`src/sv/ddh_pkg.sv`:
```
// shared types and constants for the distinct delta histogram
package ddh_pkg;

  localparam int STAMP_W = 64;
  localparam int COUNT_W = 16;
  localparam int SLOT_W  = 5;
  localparam int LIMIT_W = 16;

  localparam int IN_DATA_W  = 128;
  localparam int OUT_DATA_W = 104;
  localparam int OUT_USER_W = 2;

  localparam logic [LIMIT_W-1:0] LIMIT_RESET = 16'd500;
  localparam logic [COUNT_W-1:0] COUNT_MAX   = 16'hFFFF;

  // apb register map
  localparam int ADDR_W = 3;
  localparam logic [0:0] REG_SAMPLE_LIMIT = 1'b0;

  // controller to datapath
  typedef struct packed {
    logic load;     // capture stamps and form delta
    logic compare;  // register match and free vectors
    logic commit;   // update table and load output register
  } ddh_cmd_t;

  // datapath to controller
  typedef struct packed {
    logic out_room; // output register free or being drained this cycle
  } ddh_stat_t;

endpackage

```
`src/sv/ddh_ctrl.sv`:
```
// sequencing state machine for the distinct delta histogram
module ddh_ctrl (
  input  logic              clk,
  input  logic              rst,
  input  logic              s_tvalid,
  output logic              s_tready,
  input  ddh_pkg::ddh_stat_t stat,
  output ddh_pkg::ddh_cmd_t  cmd
);
  import ddh_pkg::*;

  typedef enum logic [2:0] {
    IDLE   = 3'b001,
    MATCH  = 3'b010,
    UPDATE = 3'b100
  } state_t;

  state_t state, state_next;

  always_ff @(posedge clk) begin
    if (rst) begin
      state <= IDLE;
    end else begin
      state <= state_next;
    end
  end

  always_comb begin
    state_next  = state;
    s_tready    = 1'b0;
    cmd         = '0;
    case (state)
      IDLE: begin
        s_tready = 1'b1;
        if (s_tvalid) begin
          cmd.load   = 1'b1;
          state_next = MATCH;
        end
      end
      MATCH: begin
        cmd.compare = 1'b1;
        state_next  = UPDATE;
      end
      UPDATE: begin
        // hold here until the previous result has been taken
        if (stat.out_room) begin
          cmd.commit = 1'b1;
          state_next = IDLE;
        end
      end
      default: begin
        state_next = IDLE;
      end
    endcase
  end

endmodule

```
`src/sv/ddh_datapath.sv`:
```
// delta, value table, counts and result register
module ddh_datapath #(
  parameter int ENTRIES = 32
) (
  input  logic                           clk,
  input  logic                           rst,
  input  ddh_pkg::ddh_cmd_t              cmd,
  output ddh_pkg::ddh_stat_t             stat,
  input  logic [ddh_pkg::STAMP_W-1:0]    start_stamp,
  input  logic [ddh_pkg::STAMP_W-1:0]    end_stamp,
  input  logic [ddh_pkg::LIMIT_W-1:0]    sample_limit,
  output logic                           m_tvalid,
  input  logic                           m_tready,
  output logic [ddh_pkg::STAMP_W-1:0]    delta,
  output logic [ddh_pkg::SLOT_W-1:0]     slot,
  output logic [ddh_pkg::COUNT_W-1:0]    hit_count,
  output logic                           is_new,
  output logic                           rejected,
  output logic [ddh_pkg::LIMIT_W-1:0]    samples_taken
);
  import ddh_pkg::*;

  localparam int IDX_W = (ENTRIES > 1) ? $clog2(ENTRIES) : 1;

  logic [STAMP_W-1:0] delta_q;
  logic [STAMP_W-1:0] value_store [ENTRIES];
  logic [COUNT_W-1:0] count_store [ENTRIES];
  logic [ENTRIES-1:0] match_vec;
  logic [ENTRIES-1:0] free_vec;
  logic [LIMIT_W-1:0] accepted;
  logic               stopped;

  logic [IDX_W-1:0]   match_idx;
  logic [IDX_W-1:0]   free_idx;
  logic               any_match;
  logic               any_free;
  logic               open_ok;
  logic [COUNT_W-1:0] cur_count;
  logic [COUNT_W-1:0] inc_count;
  logic [IDX_W-1:0]   pick_idx;
  logic [IDX_W+SLOT_W-1:0] pick_ext;

  assign stat.out_room = !m_tvalid || m_tready;

  // lowest set bit of each vector
  always_comb begin
    match_idx = '0;
    free_idx  = '0;
    for (int i = ENTRIES - 1; i >= 0; i--) begin
      if (match_vec[i]) begin
        match_idx = IDX_W'(i);
      end
      if (free_vec[i]) begin
        free_idx = IDX_W'(i);
      end
    end
  end

  assign any_match = |match_vec;
  assign any_free  = |free_vec;
  assign open_ok   = !stopped && (accepted < sample_limit);
  assign cur_count = count_store[match_idx];
  assign inc_count = (cur_count == COUNT_MAX) ? cur_count : cur_count + COUNT_W'(1);
  assign pick_idx  = any_match ? match_idx : free_idx;
  // low slot bits of the entry number, zero extended for small tables
  assign pick_ext  = {{SLOT_W{1'b0}}, pick_idx};

  always_ff @(posedge clk) begin
    if (cmd.load) begin
      delta_q <= end_stamp - start_stamp;
    end
    if (cmd.compare) begin
      for (int i = 0; i < ENTRIES; i++) begin
        free_vec[i]  <= (count_store[i] == '0);
        match_vec[i] <= (count_store[i] != '0) && (value_store[i] == delta_q);
      end
    end
    if (cmd.commit && open_ok && !any_match && any_free) begin
      value_store[free_idx] <= delta_q;
    end
  end

  // counts reset to zero: a zero count marks a free entry
  always_ff @(posedge clk) begin
    if (rst) begin
      for (int i = 0; i < ENTRIES; i++) begin
        count_store[i] <= '0;
      end
      accepted <= '0;
      stopped  <= 1'b0;
    end else if (cmd.commit && open_ok) begin
      if (any_match) begin
        count_store[match_idx] <= inc_count;
        accepted               <= accepted + LIMIT_W'(1);
      end else if (any_free) begin
        count_store[free_idx] <= COUNT_W'(1);
        accepted              <= accepted + LIMIT_W'(1);
      end else begin
        stopped <= 1'b1;
      end
    end
  end

  always_ff @(posedge clk) begin
    if (rst) begin
      m_tvalid <= 1'b0;
    end else if (cmd.commit) begin
      m_tvalid <= 1'b1;
    end else if (m_tready) begin
      m_tvalid <= 1'b0;
    end
  end

  always_ff @(posedge clk) begin
    if (cmd.commit) begin
      delta <= delta_q;
      if (open_ok && (any_match || any_free)) begin
        slot          <= pick_ext[SLOT_W-1:0];
        hit_count     <= any_match ? inc_count : COUNT_W'(1);
        is_new        <= !any_match;
        rejected      <= 1'b0;
        samples_taken <= accepted + LIMIT_W'(1);
      end else begin
        slot          <= '0;
        hit_count     <= '0;
        is_new        <= 1'b0;
        rejected      <= 1'b1;
        samples_taken <= accepted;
      end
    end
  end

endmodule

```
`src/sv/distinct_delta_histogram_top.sv`:
```
// top level: stream ports, apb register and the controller/datapath pair
// an input transfer passes the compare and update states before the result is valid
// items are handled one at a time, through the compare over all table entries
// followed by the update; a new item is taken while the last result still waits
// an unread result stalls the update stage until the output register drains
// reset (synchronous, active high): counts, samples and stopped flag cleared,
// sample_limit back to 500; no clearing pass, the table is usable at once
module distinct_delta_histogram_top #(
  parameter int ENTRIES = 32
) (
  input  logic                              clk,
  input  logic                              rst,
  input  logic                              s_tvalid,
  output logic                              s_tready,
  input  logic [ddh_pkg::IN_DATA_W-1:0]     s_tdata,   // start_stamp, end_stamp
  output logic                              m_tvalid,
  input  logic                              m_tready,
  output logic [ddh_pkg::OUT_DATA_W-1:0]    m_tdata,   // delta, slot, hit_count,
                                                       // samples_taken, zero pad
  output logic [ddh_pkg::OUT_USER_W-1:0]    m_tuser,   // is_new, rejected
  input  logic                              psel,
  input  logic                              penable,
  input  logic                              pwrite,
  input  logic [ddh_pkg::ADDR_W-1:0]        paddr,
  input  logic [31:0]                       pwdata,
  output logic [31:0]                       prdata,
  output logic                              pready
);
  import ddh_pkg::*;

  ddh_cmd_t           cmd;
  ddh_stat_t          stat;
  logic [LIMIT_W-1:0] sample_limit;
  logic [STAMP_W-1:0] delta;
  logic [SLOT_W-1:0]  slot;
  logic [COUNT_W-1:0] hit_count;
  logic               is_new;
  logic               rejected;
  logic [LIMIT_W-1:0] samples_taken;
  logic               reg_sel;

  assign pready  = 1'b1;
  assign reg_sel = (paddr[ADDR_W-1] == REG_SAMPLE_LIMIT);

  always_ff @(posedge clk) begin
    if (rst) begin
      sample_limit <= LIMIT_RESET;
    end else if (psel && penable && pwrite && pready && reg_sel) begin
      sample_limit <= pwdata[LIMIT_W-1:0];
    end
  end

  assign prdata = reg_sel ? {{(32 - LIMIT_W){1'b0}}, sample_limit} : 32'd0;

  ddh_ctrl u_ctrl (
    .clk      (clk),
    .rst      (rst),
    .s_tvalid (s_tvalid),
    .s_tready (s_tready),
    .stat     (stat),
    .cmd      (cmd)
  );

  ddh_datapath #(
    .ENTRIES (ENTRIES)
  ) u_datapath (
    .clk           (clk),
    .rst           (rst),
    .cmd           (cmd),
    .stat          (stat),
    .start_stamp   (s_tdata[STAMP_W-1:0]),
    .end_stamp     (s_tdata[2*STAMP_W-1:STAMP_W]),
    .sample_limit  (sample_limit),
    .m_tvalid      (m_tvalid),
    .m_tready      (m_tready),
    .delta         (delta),
    .slot          (slot),
    .hit_count     (hit_count),
    .is_new        (is_new),
    .rejected      (rejected),
    .samples_taken (samples_taken)
  );

  assign m_tdata = {3'b000, samples_taken, hit_count, slot, delta};
  assign m_tuser = {rejected, is_new};

  // one item at a time: a transfer in is never followed by another at once
  a_single_item: assert property (@(posedge clk) disable iff (rst)
    (s_tvalid && s_tready) |=> !s_tready)
    else $error("input taken in back-to-back cycles");

  // a counted item always reports a nonzero count
  a_counted_nonzero: assert property (@(posedge clk) disable iff (rst)
    (m_tvalid && !rejected) |-> (hit_count != '0))
    else $error("accepted result with zero count");

  // a claimed entry starts at one
  a_new_is_one: assert property (@(posedge clk) disable iff (rst)
    (m_tvalid && is_new) |-> (!rejected && hit_count == COUNT_W'(1)))
    else $error("new entry with wrong count");

  // a rejected item carries no slot, count or claim
  a_reject_clean: assert property (@(posedge clk) disable iff (rst)
    (m_tvalid && rejected) |-> (slot == '0 && hit_count == '0 && !is_new))
    else $error("rejected result carries table data");

endmodule
```
`config.mk`:
```
export PLATFORM = sky130hd
export DESIGN_NAME = distinct_delta_histogram_top
export DESIGN_NICKNAME = d
export VERILOG_FILES = /design/src/sv/ddh_pkg.sv /design/src/sv/ddh_ctrl.sv /design/src/sv/ddh_datapath.sv /design/src/sv/distinct_delta_histogram_top.sv
export SDC_FILE = /design/constraint.sdc
export NUM_CORES = 2
export LEC_CHECK = 0
export ABC_AREA = 1
export BUFFER_PORTS_ARGS = -buffer_cell sky130_fd_sc_hd__buf_2
export CORE_UTILIZATION = 50
export DETAILED_ROUTE_END_ITERATION = 8
export PLACE_DENSITY = 0.71
export SYNTH_ARGS = -nofsm -noshare
export SYNTH_HDL_FRONTEND = slang
export SYNTH_SLANG_ARGS = --single-unit
```
`constraint.sdc`:
```
create_clock -name clk -period 7.35 [get_ports clk]
set_input_delay 2.205 -clock clk [delete_from_list [all_inputs] [get_ports clk]]
set_output_delay 2.205 -clock clk [all_outputs]
set_load 0.03 [all_outputs]
```
==> summary.txt <==
Clock tree
  • CTS tree: built
  • Clock latency on the worst-skew pair: around 0.97 ns
  • Resized Gates After CTS: 0
  • Root Driver: clkbuf_16
  • H-tree Lvls: 5
  • Maximum root-to-sink buffer count: 4
  • CTS buffer count: between 300 and 400
  • CTS Hold Bufs: 0
  • Clock-pin slew on the worst setup and hold paths: ~0.060 ns
  • Post-CTS setup buffer count: 0
  • Sink Count: about 2800

Route
  • Met2 WL: 173300 um
  • WL/cell: 26.40 um
  • Final ANT Viol Nets: 0
  • Drt via density: between 6 and 7
  • Max layer used: met5
  • Metal3 WL: about 40000 um
  • Remaining DRCs: 20
  • Vias: 86047
  • DRT Pass-1 Iters: 9
  • Wire length on met1: around 140000 um
  • Detailed Route WL: around 380000 um
  • 1st-iter DRT viols: between 10000 and 15000

Floorplanning
  • Starting Density: roughly half
  • Die ar.: about 260000 um2
  • Ports: between 300 and 400
  • Cell Rows: ~180
  • Core box area: between 200000 and 300000 um2
  • Die Ht: just over 500 um
  • Die W: about 500 um

Finish
  • Area Growth Syn to Fin: 12.27%
  • NumNets Final: between 10000 and 15000
  • Most common cell after layout, fill and taps aside: edfxtp_1
  • Fill cells: roughly 20000
  • Fin cells: around 14000
  • Share of cells above drive strength 1: 13.63%
  • Most frequent cells in the layout: edfxtp_1, nand2_1, xnor2_1
  • Design Area, Final: about 140000 um2

Synth
  • Cells after synthesis: approximately 10000
  • Main synth FF type: edfxtp_1
  • Top cells by area, synth: edfxtp_1, xnor2_1, nand2_1
  • Post-Syn Area per Cell: 12.20 um2
  • Ys async rst share: 0%
  • Share of the synthesized area in the top cell type: 66.10%
  • Seq cells post-synth: 2828
  • Post-synth top area cell: edfxtp_1
  • Synth cell types: 58
  • Seq/Total Area, Yosys: roughly two thirds
  • Post-synthesis cell area: around 130000 um2
  • Post-synth EDFFs: between 2000 and 3000
  • Synth Warn #: 0

Global routing
  • Antenna violations before repair: 23
  • Vias in the first global route: 83200
  • Largest net degree at the start of global routing: between 150 and 200
  • Global-route usage over all layers: 29.18%
  • First-pass GRT wire length: around 550000 um
  • Residual overflow from global routing: 0

STA
  • Actual slew at the worst max-slew pin: 1.342 ns
  • Hold_ws: roughly 0.49 ns
  • Max Freq: 160.0 MHz
  • Tmin final: 6.251 ns
  • Worst-case clock skew: approximately 0.08 ns
  • Setup TNS Final: 0 ns
  • RSZ-0062 raised after global routing: false
  • Max-slew headroom: roughly 9.7%
  • Slew Limit Fails: 0
  • Final period util: 85.05%
  • Final hold vios: 0
  • Final setup vio count: 0

Placed design
  • Dpl cell area: 133200 um2
  • Port Buffer Count: roughly 270
  • Placer Congestion: 0.9519
  • Post-DP HPWL: 240000 um
  • Placed Instances: ~14000

Power and ir drop
  • Cell area power density: about 260 nW/um2
  • IR drop worst, VDD: roughly 0.00028 V
  • Lkg Pwr: 48.58 nW

Worst setup path
  • Crit Path Class: flop to flop
  • Slowest Stage Delay on Critical Path: roughly 0.62 ns
  • Buf/Inv on CP: 2
  • Crit end category: flop
  • Slowest cell on crit path: nand2_2
  • Worst-path fanout max: 85
  • Most used cell, CP: nand2_1
  • Worst setup SP type: flop
  • Critical Path RT: between 8 and 9 ns
  • Top delay family on crit path: simple AND/OR/NAND/NOR gates
  • WP data arrival: 7.01 ns

Job
  • Maxcap violations: 0

Status
  • Failing checks: design-rule violations
  • Outcome: finished with violations

Hold path
  • Hold WC Path Type: flop to flop
==> layer usage <==
metal	vias up	GRT usage (%)
li1	37881	-
met1	42336	37.92
met2	4987	46.25
met3	837	5.681
met4	6	15.88
met5	-	0
==> cells in the mapped netlist, drive strengths merged (131+ instances only) <==
cell type and n:
nor3 154, a21oi 131, nand4 263, o21ai 265, nor4 302, inv 509
buf 212, or2 342, nor2 841, nand3 683, xnor2 964, o22ai 152
edfxtp 2791, clkbuf 340, xor2 243, nand2 1603
==> logic make-up (layout without fill, tap and decap cells) <==
family	count (synthesis)	count (layout)	synth area share, %
adder cells (fa/ha/maj)	81	81	0.8052
flip-flops	2828	2828	66.68
AO/OA/AOI/OAI	944	944	4.923
XOR/XNOR	1207	1207	8.337
other	2	28	0.005923
buffers and inverters	1071	1613	3.436
AND/OR/NAND/NOR	4264	4264	15.81
==> stage by stage <==
step                      util, %  setup WS, ns  total power, mW
after floorplan                 -         1.105            21.17
after global placement      52.95        0.4666            22.81
after detailed placement    52.95        0.5268            22.93
after CTS                   56.56         1.203            37.06
after global routing        56.56        0.6049            37.97
final                       56.57         1.099            37.00
==> flip-flops by register name (all words and copies together), names as in the netlist <==
register and flops:
u_datapath.stopped 1, u_datapath.rejected 1, u_datapath.m_tvalid 1, sample_limit 16
u_datapath.free_vec 32, u_datapath.samples_taken 16, u_datapath.is_new 1, u_datapath.count_store 512
u_datapath.hit_count 16, u_datapath.match_vec 32, u_datapath.delta 64, u_datapath.accepted 16
u_ctrl.state 3, u_datapath.slot 5, u_datapath.delta_q 64, u_datapath.value_store 2048
==> worst min-delay path, delay by kind of cell, from the launching register on <==
kind	cells	cell delay (ns)
flip-flops	1	0.33
AND/OR/NAND/NOR	1	0.08
AO/OA/AOI/OAI	1	0.04
==> final timing paths <==
path | from | slack, ns | depth (start not counted) | to
setup / recovery | u_datapath.match_vec[29]$_DFFE_PP_ | 1.10 | 45 | u_datapath.count_store[4][7]$_SDFFCE_PN0P_
hold / removal | u_datapath.stopped$_SDFFE_PP0P_ | 0.49 | 2 | u_datapath.stopped$_SDFFE_PP0P_
setup reg to reg | u_datapath.match_vec[29]$_DFFE_PP_ | 1.10 | 45 | u_datapath.count_store[4][7]$_SDFFCE_PN0P_
hold reg to reg | u_datapath.stopped$_SDFFE_PP0P_ | 0.49 | 2 | u_datapath.stopped$_SDFFE_PP0P_
==> where the power goes <==
part | switching, mW | total (mW) | internal [mW]
clock | 6.09 | 14.3 | 8.24
combinational | 3.05 | 4.30 | 1.24
sequential | 0.165 | 18.4 | 18.2
total | 9.31 | 37.0 | 27.7
==> area by class of cell <==
class / count / area (um2) / area share [%]
antenna: 8 / 20.02 / 0.01406
tap: 3348 / 4189 / 2.943
clock buffer: 360 / 7969 / 5.598
multi-input combinational: 6516 / 38340 / 26.94
timing repair buffer: 585 / 4187 / 2.941
inverter: 519 / 1958 / 1.376
clock inverter: 149 / 1131 / 0.7946
sequential: 2828 / 84550 / 59.40
Note: power is estimated with default switching activity, not from simulation.
